`src/qdpr_pkg.sv`:
```
package qdpr_pkg;

	// Queue between the accumulate front and the requantize back (power of two)
	localparam int unsigned FIFO_DEPTH = 4;
	localparam int unsigned FIFO_AW    = $clog2(FIFO_DEPTH);

	typedef logic [FIFO_AW:0]   fifo_cnt_t;
	typedef logic [FIFO_AW-1:0] fifo_ptr_t;

	// Configuration register indexes
	typedef enum logic [2:0] {
		REG_INPUT_OFFSET     = 3'd0,
		REG_WEIGHT_OFFSET    = 3'd1,
		REG_RESULT_OFFSET    = 3'd2,
		REG_SCALE_MULTIPLIER = 3'd3,
		REG_SCALE_SHIFT      = 3'd4,
		REG_CLAMP_LOW        = 3'd5,
		REG_CLAMP_HIGH       = 3'd6,
		REG_NARROW_TO_BYTE   = 3'd7
	} reg_index_t;

	typedef struct packed {
		logic [7:0]  input_offset;
		logic [7:0]  weight_offset;
		logic [7:0]  result_offset;
		logic [31:0] scale_multiplier;
		logic [5:0]  scale_shift;
		logic [7:0]  clamp_low;
		logic [7:0]  clamp_high;
		logic        narrow_to_byte;
	} cfg_t;

	// Finished dot product waiting for requantization
	typedef struct packed {
		logic        valid;
		logic [31:0] data;
	} acc_item_t;

	// Saturate a wide signed value to int16
	function automatic logic [15:0] sat16(input logic signed [63:0] v);
		logic [15:0] r;
		if (v > 64'sd32767) begin
			r = 16'h7FFF;
		end else if (v < -64'sd32768) begin
			r = 16'h8000;
		end else begin
			r = v[15:0];
		end
		return r;
	endfunction

endpackage

```
`src/qdpr_if.sv`:
```
// Input channel: one byte pair per item
interface qdpr_pair_if;
	logic        valid;
	logic        ready;
	logic [7:0]  activation;
	logic [7:0]  weight;
	logic [31:0] channel_bias;
	logic        first;
	logic        last;

	modport source(output valid, activation, weight, channel_bias, first, last, input ready);
	modport sink(input valid, activation, weight, channel_bias, first, last, output ready);
endinterface

// Output channel: one requantized value per item
interface qdpr_result_if;
	logic        valid;
	logic        ready;
	logic [15:0] result;

	modport source(output valid, result, input ready);
	modport sink(input valid, result, output ready);
endinterface

```
`src/quantized_dot_product_requantize.sv`:
```
// A last item goes through the front product register, the result queue and the
// requantize product, high word, int16 and output registers to the output.
// Throughput: one byte pair per cycle; the accumulate loop closes in one 32-bit add.
// A 4-entry queue holds finished dot products, so output stalls do not stop input
// until the queue is full; requantize moves one result per cycle while not stalled.
// Reset: arst_n clears the accumulator, queue and valid flags and loads the
// register defaults; no clearing pass.
module quantized_dot_product_requantize (
	input  logic          clk,
	input  logic          arst_n,
	qdpr_pair_if.sink     pairs,
	qdpr_result_if.source results,
	input  logic          cfg_we,
	input  logic [2:0]    cfg_index,
	input  logic [31:0]   cfg_data
);

	qdpr_pkg::cfg_t      cfg_q;
	qdpr_pkg::acc_item_t push;
	qdpr_pkg::acc_item_t head;
	qdpr_pkg::fifo_cnt_t fifo_count;
	logic                pop;

	// Configuration registers
	always_ff @(posedge clk or negedge arst_n) begin
		if (!arst_n) begin
			cfg_q.input_offset     <= 8'd0;
			cfg_q.weight_offset    <= 8'd0;
			cfg_q.result_offset    <= 8'd0;
			cfg_q.scale_multiplier <= 32'h4000_0000;
			cfg_q.scale_shift      <= 6'd0;
			cfg_q.clamp_low        <= 8'd0;
			cfg_q.clamp_high       <= 8'hFF;
			cfg_q.narrow_to_byte   <= 1'b1;
		end else if (cfg_we) begin
			unique case (qdpr_pkg::reg_index_t'(cfg_index))
				qdpr_pkg::REG_INPUT_OFFSET:     cfg_q.input_offset     <= cfg_data[7:0];
				qdpr_pkg::REG_WEIGHT_OFFSET:    cfg_q.weight_offset    <= cfg_data[7:0];
				qdpr_pkg::REG_RESULT_OFFSET:    cfg_q.result_offset    <= cfg_data[7:0];
				qdpr_pkg::REG_SCALE_MULTIPLIER: cfg_q.scale_multiplier <= cfg_data;
				qdpr_pkg::REG_SCALE_SHIFT:      cfg_q.scale_shift      <= cfg_data[5:0];
				qdpr_pkg::REG_CLAMP_LOW:        cfg_q.clamp_low        <= cfg_data[7:0];
				qdpr_pkg::REG_CLAMP_HIGH:       cfg_q.clamp_high       <= cfg_data[7:0];
				qdpr_pkg::REG_NARROW_TO_BYTE:   cfg_q.narrow_to_byte   <= cfg_data[0];
				default: ;
			endcase
		end
	end

	qdpr_front u_front (
		.clk        (clk),
		.arst_n     (arst_n),
		.pairs      (pairs),
		.cfg        (cfg_q),
		.fifo_count (fifo_count),
		.push       (push)
	);

	qdpr_fifo u_fifo (
		.clk    (clk),
		.arst_n (arst_n),
		.push   (push),
		.pop    (pop),
		.head   (head),
		.count  (fifo_count)
	);

	qdpr_requant u_requant (
		.clk     (clk),
		.arst_n  (arst_n),
		.cfg     (cfg_q),
		.head    (head),
		.pop     (pop),
		.results (results)
	);

	// Queue never overfills
	a_fifo_bound: assert property (@(posedge clk) disable iff (!arst_n)
		fifo_count <= qdpr_pkg::fifo_cnt_t'(qdpr_pkg::FIFO_DEPTH))
		else $error("result queue over capacity");

	// A push into a full queue must not happen
	a_no_push_full: assert property (@(posedge clk) disable iff (!arst_n)
		push.valid |-> fifo_count != qdpr_pkg::fifo_cnt_t'(qdpr_pkg::FIFO_DEPTH))
		else $error("push into full result queue");

	// Byte mode results fit in the low byte
	a_byte_range: assert property (@(posedge clk) disable iff (!arst_n)
		(results.valid && cfg_q.narrow_to_byte) |-> results.result[15:8] == 8'd0)
		else $error("byte mode result out of range");

endmodule

```
`src/qdpr_front.sv`:
```
module qdpr_front (
	input  logic                clk,
	input  logic                arst_n,
	qdpr_pair_if.sink           pairs,
	input  qdpr_pkg::cfg_t      cfg,
	input  qdpr_pkg::fifo_cnt_t fifo_count,
	output qdpr_pkg::acc_item_t push
);

	logic               v_s1;
	logic               first_s1;
	logic               last_s1;
	logic [31:0]        bias_s1;
	logic signed [17:0] prod_s1;
	logic [31:0]        acc_q;
	logic [31:0]        acc_next;
	logic signed [8:0]  a_c;
	logic signed [8:0]  w_c;
	logic               pend;
	logic               take;

	// Room check: a queue slot must be free for anything already in flight
	assign pend        = v_s1 & last_s1;
	assign pairs.ready = (fifo_count + qdpr_pkg::fifo_cnt_t'(pend))
		< qdpr_pkg::fifo_cnt_t'(qdpr_pkg::FIFO_DEPTH);
	assign take        = pairs.valid & pairs.ready;

	// Zero-point corrected operands
	assign a_c = $signed({1'b0, pairs.activation}) - $signed({1'b0, cfg.input_offset});
	assign w_c = $signed({1'b0, pairs.weight}) - $signed({1'b0, cfg.weight_offset});

	// Stage 1: product
	always_ff @(posedge clk or negedge arst_n) begin
		if (!arst_n) begin
			v_s1 <= 1'b0;
		end else begin
			v_s1 <= take;
		end
	end

	always_ff @(posedge clk) begin
		if (take) begin
			prod_s1  <= a_c * w_c;
			first_s1 <= pairs.first;
			last_s1  <= pairs.last;
			bias_s1  <= pairs.channel_bias;
		end
	end

	// Stage 2: wrapping accumulate, last item goes to the queue
	assign acc_next = (first_s1 ? bias_s1 : acc_q) + {{14{prod_s1[17]}}, prod_s1};

	always_ff @(posedge clk or negedge arst_n) begin
		if (!arst_n) begin
			acc_q <= '0;
		end else if (v_s1) begin
			acc_q <= acc_next;
		end
	end

	assign push.valid = pend;
	assign push.data  = acc_next;

endmodule

```
`src/qdpr_fifo.sv`:
```
module qdpr_fifo (
	input  logic                clk,
	input  logic                arst_n,
	input  qdpr_pkg::acc_item_t push,
	input  logic                pop,
	output qdpr_pkg::acc_item_t head,
	output qdpr_pkg::fifo_cnt_t count
);

	logic [31:0]         mem_q [qdpr_pkg::FIFO_DEPTH];
	qdpr_pkg::fifo_ptr_t wr_ptr_q;
	qdpr_pkg::fifo_ptr_t rd_ptr_q;
	qdpr_pkg::fifo_cnt_t count_q;
	logic                do_pop;

	assign do_pop     = pop & (count_q != '0);
	assign head.valid = count_q != '0;
	assign head.data  = mem_q[rd_ptr_q];
	assign count      = count_q;

	// Pointers and fill count
	always_ff @(posedge clk or negedge arst_n) begin
		if (!arst_n) begin
			wr_ptr_q <= '0;
			rd_ptr_q <= '0;
			count_q  <= '0;
		end else begin
			if (push.valid) begin
				wr_ptr_q <= wr_ptr_q + 1'b1;
			end
			if (do_pop) begin
				rd_ptr_q <= rd_ptr_q + 1'b1;
			end
			count_q <= count_q + qdpr_pkg::fifo_cnt_t'(push.valid)
				- qdpr_pkg::fifo_cnt_t'(do_pop);
		end
	end

	// Storage
	always_ff @(posedge clk) begin
		if (push.valid) begin
			mem_q[wr_ptr_q] <= push.data;
		end
	end

endmodule

```
`src/qdpr_requant.sv`:
```
module qdpr_requant (
	input  logic                clk,
	input  logic                arst_n,
	input  qdpr_pkg::cfg_t      cfg,
	input  qdpr_pkg::acc_item_t head,
	output logic                pop,
	qdpr_result_if.source       results
);

	logic               en;
	logic               v_s1, v_s2, v_s3, v_s4;
	logic signed [63:0] prod_s1;
	logic [31:0]        m_s2;
	logic [15:0]        r_s3;
	logic [15:0]        res_s4;

	logic signed [63:0] x_c;
	logic signed [32:0] hi_c;
	logic [31:0]        m_c;

	logic signed [5:0]  sh;
	logic [4:0]         n_c;
	logic [5:0]         neg_c;
	logic [4:0]         k_c;
	logic signed [32:0] rnd_c;
	logic signed [32:0] rsh_c;
	logic signed [63:0] wide_c;

	logic signed [16:0] off_c;
	logic [7:0]         b_sat;
	logic [7:0]         b_lo;
	logic [7:0]         b_c;

	// Whole pipeline advances while the output register can move
	assign en  = !v_s4 | results.ready;
	assign pop = en & head.valid;

	always_ff @(posedge clk or negedge arst_n) begin
		if (!arst_n) begin
			v_s1 <= 1'b0;
			v_s2 <= 1'b0;
			v_s3 <= 1'b0;
			v_s4 <= 1'b0;
		end else if (en) begin
			v_s1 <= head.valid;
			v_s2 <= v_s1;
			v_s3 <= v_s2;
			v_s4 <= v_s3;
		end
	end

	// Stage 2 logic: round, take high word, saturate to int32
	always_comb begin
		x_c  = prod_s1 + (64'sd1 <<< 30);
		hi_c = x_c[63:31];
		if (hi_c[32] != hi_c[31]) begin
			m_c = hi_c[32] ? 32'h8000_0000 : 32'h7FFF_FFFF;
		end else begin
			m_c = hi_c[31:0];
		end
	end

	// Stage 3 logic: rounding right shift or exact left shift, then int16
	always_comb begin
		sh     = $signed(cfg.scale_shift);
		n_c    = sh[4:0];
		neg_c  = 6'(~cfg.scale_shift + 6'd1);
		k_c    = neg_c[5] ? 5'd31 : neg_c[4:0];
		rnd_c  = $signed({m_s2[31], m_s2}) + (33'sd1 <<< (n_c - 5'd1));
		rsh_c  = rnd_c >>> n_c;
		if (sh > 6'sd0) begin
			wide_c = {{31{rsh_c[32]}}, rsh_c};
		end else if (sh < 6'sd0) begin
			wide_c = $signed({{32{m_s2[31]}}, m_s2}) <<< k_c;
		end else begin
			wide_c = $signed({{32{m_s2[31]}}, m_s2});
		end
	end

	// Stage 4 logic: byte mode offset, saturation and clamp
	always_comb begin
		off_c = $signed({r_s3[15], r_s3}) + $signed({9'd0, cfg.result_offset});
		if (off_c < 17'sd0) begin
			b_sat = 8'd0;
		end else if (off_c > 17'sd255) begin
			b_sat = 8'hFF;
		end else begin
			b_sat = off_c[7:0];
		end
		b_lo = (b_sat < cfg.clamp_low) ? cfg.clamp_low : b_sat;
		b_c  = (b_lo > cfg.clamp_high) ? cfg.clamp_high : b_lo;
	end

	// Payload stages
	always_ff @(posedge clk) begin
		if (en) begin
			prod_s1 <= $signed(head.data) * $signed(cfg.scale_multiplier);
			m_s2    <= m_c;
			r_s3    <= qdpr_pkg::sat16(wide_c);
			res_s4  <= cfg.narrow_to_byte ? {8'd0, b_c} : r_s3;
		end
	end

	assign results.valid  = v_s4;
	assign results.result = res_s4;

endmodule

```
`src/flat_wrapper.sv`:
```
// flat-port wrapper written by rule: the top's interface ports become plain ports
module quantized_dot_product_requantize_flat 
  (clk, arst_n, cfg_we, cfg_index, cfg_data, pairs_valid, pairs_activation, pairs_weight, pairs_channel_bias, pairs_first, pairs_last, pairs_ready, results_valid, results_result, results_ready);
  qdpr_pair_if pairs_i ();
  qdpr_result_if results_i ();
  input  logic clk;
  input  logic arst_n;
  input  logic cfg_we;
  input  logic [2:0] cfg_index;
  input  logic [31:0] cfg_data;
  input wire logic [$bits(pairs_i.valid)-1:0] pairs_valid;
  input wire logic [$bits(pairs_i.activation)-1:0] pairs_activation;
  input wire logic [$bits(pairs_i.weight)-1:0] pairs_weight;
  input wire logic [$bits(pairs_i.channel_bias)-1:0] pairs_channel_bias;
  input wire logic [$bits(pairs_i.first)-1:0] pairs_first;
  input wire logic [$bits(pairs_i.last)-1:0] pairs_last;
  output wire logic [$bits(pairs_i.ready)-1:0] pairs_ready;
  output wire logic [$bits(results_i.valid)-1:0] results_valid;
  output wire logic [$bits(results_i.result)-1:0] results_result;
  input wire logic [$bits(results_i.ready)-1:0] results_ready;
  assign pairs_i.valid = pairs_valid;
  assign pairs_i.activation = pairs_activation;
  assign pairs_i.weight = pairs_weight;
  assign pairs_i.channel_bias = pairs_channel_bias;
  assign pairs_i.first = pairs_first;
  assign pairs_i.last = pairs_last;
  assign pairs_ready = pairs_i.ready;
  assign results_valid = results_i.valid;
  assign results_result = results_i.result;
  assign results_i.ready = results_ready;
  quantized_dot_product_requantize u_core (.clk(clk), .arst_n(arst_n), .pairs(pairs_i), .results(results_i), .cfg_we(cfg_we), .cfg_index(cfg_index), .cfg_data(cfg_data));
endmodule
```
`config.mk`:
```
export PLATFORM = sky130hd
export DESIGN_NAME = quantized_dot_product_requantize_flat
export DESIGN_NICKNAME = d
export VERILOG_FILES = /design/src/qdpr_pkg.sv /design/src/qdpr_if.sv /design/src/quantized_dot_product_requantize.sv /design/src/qdpr_front.sv /design/src/qdpr_fifo.sv /design/src/qdpr_requant.sv /design/src/flat_wrapper.sv
export SDC_FILE = /design/constraint.sdc
export NUM_CORES = 2
export LEC_CHECK = 0
export ABC_AREA = 1
export BUFFER_PORTS_ARGS = -buffer_cell sky130_fd_sc_hd__buf_4
export CAP_MARGIN = 15
export CORE_AREA = 2 2 467 469
export CTS_CLUSTER_DIAMETER = 50
export DETAILED_ROUTE_END_ITERATION = 8
export DIE_AREA = 0 0 469 471
export GPL_TIMING_DRIVEN = 0
export PLACE_DENSITY = 0.45
export REMOVE_ABC_BUFFERS = 1
export SYNTH_ARGS = -nofsm -noshare
export SYNTH_HDL_FRONTEND = slang
export SYNTH_SLANG_ARGS = --single-unit
```
`constraint.sdc`:
```
create_clock -name clk -period 9.2 [get_ports clk]
set_input_delay 0.92 -clock clk [delete_from_list [all_inputs] [get_ports clk]]
set_output_delay 0.92 -clock clk [all_outputs]
set_load 0.1 [all_outputs]
```
==> flow_metrics.env <==
export IMPL_worst_path_buf_inv=6
export IMPL_die_h_um=471
export IMPL_min_period_ns=9.08
export IMPL_max_cap_violations=0
export IMPL_wirelength_um=238000
export IMPL_r2r_end="u_core.u_requant.prod_s1[60]$_DFFE_PN_"
export IMPL_clk_pin_slew_ns=0.06
export IMPL_grt_pass1_wl_um=356000
export IMPL_track_usage=0.216
export IMPL_htree_levels=2
export IMPL_setup_slack_ns=0.124
export IMPL_netlist_area_um2=64500
export IMPL_ys_warn_count=0
export IMPL_route_detailed_wl_per_inst_um=21.9
export IMPL_dp_hpwl_um=185000
export IMPL_rows=171
export IMPL_fillerInstances=22800
export IMPL_port_buffers=107
export IMPL_initial_utilization=0.298
export IMPL_dpl_cell_area_um2=69000
export IMPL_final_cell_mix="nand2_1 (1815), inv_1 (1521), fa_1 (1151), nor2_1 (841), nand3_1 (491)"
export IMPL_rsz0062_at_grt="yes"
export IMPL_io_pins=108
export IMPL_holdWs_ns=0.0642
export IMPL_critPathArrivalTime_ns=9.50
export IMPL_yosysTopAreaCellShare=0.359
export IMPL_grt_max_degree=86
export IMPL_end_kind="register"
export IMPL_critPathMostFrequentCell="fa_1"
export IMPL_syn_area_per_cell_um2=8.15
export IMPL_slowest_delay_ns=0.58
export IMPL_antenna_found_initial=7
export IMPL_clockRootBuffer="clkbuf_16"
export IMPL_clock_latency_ns=0.74
export IMPL_synth_edff_count=278
export IMPL_drc=0
export IMPL_cts_hold_buf=0
export IMPL_overflow=0
export IMPL_vias_per_cell=4.87
export IMPL_ys_async_sr_fraction=0.307
export IMPL_finalInstanceArea_um2=72800
export IMPL_fin_crit_sh=0.987
export IMPL_antenna_left=0
export IMPL_clock_path_buffers=3
export IMPL_cp_start_kind="register"
export IMPL_ys_flop_type="edfxtp_1"
export IMPL_r2r_cells=27
export IMPL_criticalPathCategory="register to register"
export IMPL_ff2ff_setup_slack_ns=0.12
export IMPL_r2r_start="u_core.u_fifo.rd_ptr_q[0]$_DFFE_PN0P_"
export IMPL_max_freq_mhz=110
export IMPL_skew_ns=0.0537
export IMPL_cp_max_fo=37
export IMPL_crit_family="adder cells"
export IMPL_synth_seq_area_share=0.177
export IMPL_vias=52800
export IMPL_cts_num_sinks=401
export IMPL_cts_tree="built"
export IMPL_final_max_slew_violation_count=0
export IMPL_slew_headroom=0.199
export IMPL_slowest_stage="fa_1"
export IMPL_synthCells=7917
export IMPL_core_area_um2=216000
export IMPL_cts_buffers=60
export IMPL_drive_above_1_share=0.0717
export IMPL_tightestPinTransition_ns=1.19
export IMPL_drtPass1Iterations=6
export IMPL_grt_pass1_vias=55300
export IMPL_nets=9517
export IMPL_gp_congestion=0.938
export IMPL_yosysUniqueCellTypes=65
export IMPL_cp_required_ns=9.62
export IMPL_place_ws_ns=-2.57
export IMPL_status="finished, final reports clean"
export IMPL_hold_class="input port to asynchronous set/reset pin"
export IMPL_die_area_um2=221000
export IMPL_syn2layout_area_growth_pct=12.9
export IMPL_ys_seq_elements=401
export IMPL_finalSetupViolCount=0
export IMPL_synth_area_leader_cell="fa_1"
export IMPL_hold_viol=0
export IMPL_die_w_um=469
export IMPL_worst_path_stages=27
export IMPL_layout_commonest_cell="nand2_1"
export IMPL_synth_area_leaders="fa_1 (36%), edfxtp_1 (13%), nand2_1 (11%)"
export IMPL_drt_initial_drc_count=4202
[routing by layer]
layer / up-vias / GRT usage / part of all wire
li1: 24100 / - / -
met1: 26700 / 0.301 / 0.45
met2: 1612 / 0.345 / 0.45
met3: 362 / 0.0324 / 0.063
met4: 0 / 0.0619 / 0.037
met5: - / 0 / 0
[logic make-up after synthesis]
kind of cell / count (synthesis) / synth area share
AND/OR/NAND/NOR: 3336 / 0.209
buffers and inverters: 1894 / 0.113
adder cells (fa/ha/maj): 1490 / 0.424
AO/OA/AOI/OAI: 634 / 0.0546
flip-flops: 401 / 0.177
XOR/XNOR: 157 / 0.0216
multiplexers: 5 / 0.000854
[layout make-up]
class,count,area (µm²),area share
diodes,1,2.50,0.0000344
flip-flops and latches,401,11500,0.157
repair buffers,259,3160,0.0434
repair inverters,1,5.00,0.0000687
well taps,2854,3570,0.0490
multi-input cells,5624,46300,0.636
clock buffers,65,1540,0.0212
clock inverters,49,609,0.00837
inverters,1590,6150,0.0844
[worst max path at each step]
stage	start	end	slack (ns)
after detailed placement	u_core.u_fifo.rd_ptr_q[0]$_DFFE_PN0P_	u_core.u_requant.prod_s1[59]$_DFFE_PN_	-2.57
after floorplan	u_core.u_fifo.rd_ptr_q[0]$_DFFE_PN0P_	u_core.u_requant.prod_s1[62]$_DFFE_PN_	-0.69
after global placement	u_core.u_fifo.rd_ptr_q[0]$_DFFE_PN0P_	u_core.u_requant.prod_s1[59]$_DFFE_PN_	-5.71
final	u_core.u_fifo.rd_ptr_q[0]$_DFFE_PN0P_	u_core.u_requant.prod_s1[60]$_DFFE_PN_	0.12
after CTS	u_core.u_fifo.rd_ptr_q[0]$_DFFE_PN0P_	u_core.u_requant.prod_s1[62]$_DFFE_PN_	0.004
after global routing	u_core.u_fifo.rd_ptr_q[1]$_DFFE_PN0P_	u_core.u_requant.prod_s1[60]$_DFFE_PN_	-0.02
[state kept, by name, summed over array words and instances (netlist names), 2 cells and up]
signal                           cells
u_core.u_requant.prod_s1            34
u_core.u_fifo.rd_ptr_q               2
u_core.u_front.acc_q                32
u_core.u_fifo.count                  3
u_core.u_requant.r_s3               16
u_core.u_requant.results.result     16
u_core.u_fifo.wr_ptr_q               2
u_core.u_requant.m_s2               32
u_core.cfg_q                        79
u_core.u_fifo.mem_q                128
u_core.u_front.bias_s1              32
u_core.u_front.prod_s1              18
[synth_stat cells, drive strengths merged, types with 3 or more instances]
master,instances
nand2,1854
o211ai,13
nand3,505
o221ai,5
mux2,4
o31ai,10
dfstp,10
nor3,38
a21boi,9
o21a,10
a21o,14
o22ai,10
dfrtp,113
a31oi,28
edfxtp,278
o21ai,287
nand4,40
nor2,863
xor2,101
a21oi,215
clkinv,18
a211oi,3
xnor2,56
o21bai,8
or2,12
buf,76
fa,1157
and2,6
inv,1572
nand3b,6
o2111ai,12
clkbuf,228
nor4,7
ha,333
[per-stage QoR]
stage,instances,setup TNS [ns],util
final,10800,0,0.337
after global routing,10800,-0.0395,0.337
after CTS,10800,0,0.334
after detailed placement,10600,-62.98,0.319
after global placement,10600,-174.96,0.313
after floorplan,7613,-6.95,-
[repair_timing]
action	CTS	global route
pin swaps	4	5
endpoints found under the setup margin	34	28
buffers inserted	70	20
gates cloned	1	3
resized for setup	122	47
Power is left out: the tool's default activity adds up to more than one toggle a clock period on the data nets, which glitch-free logic cannot reach.
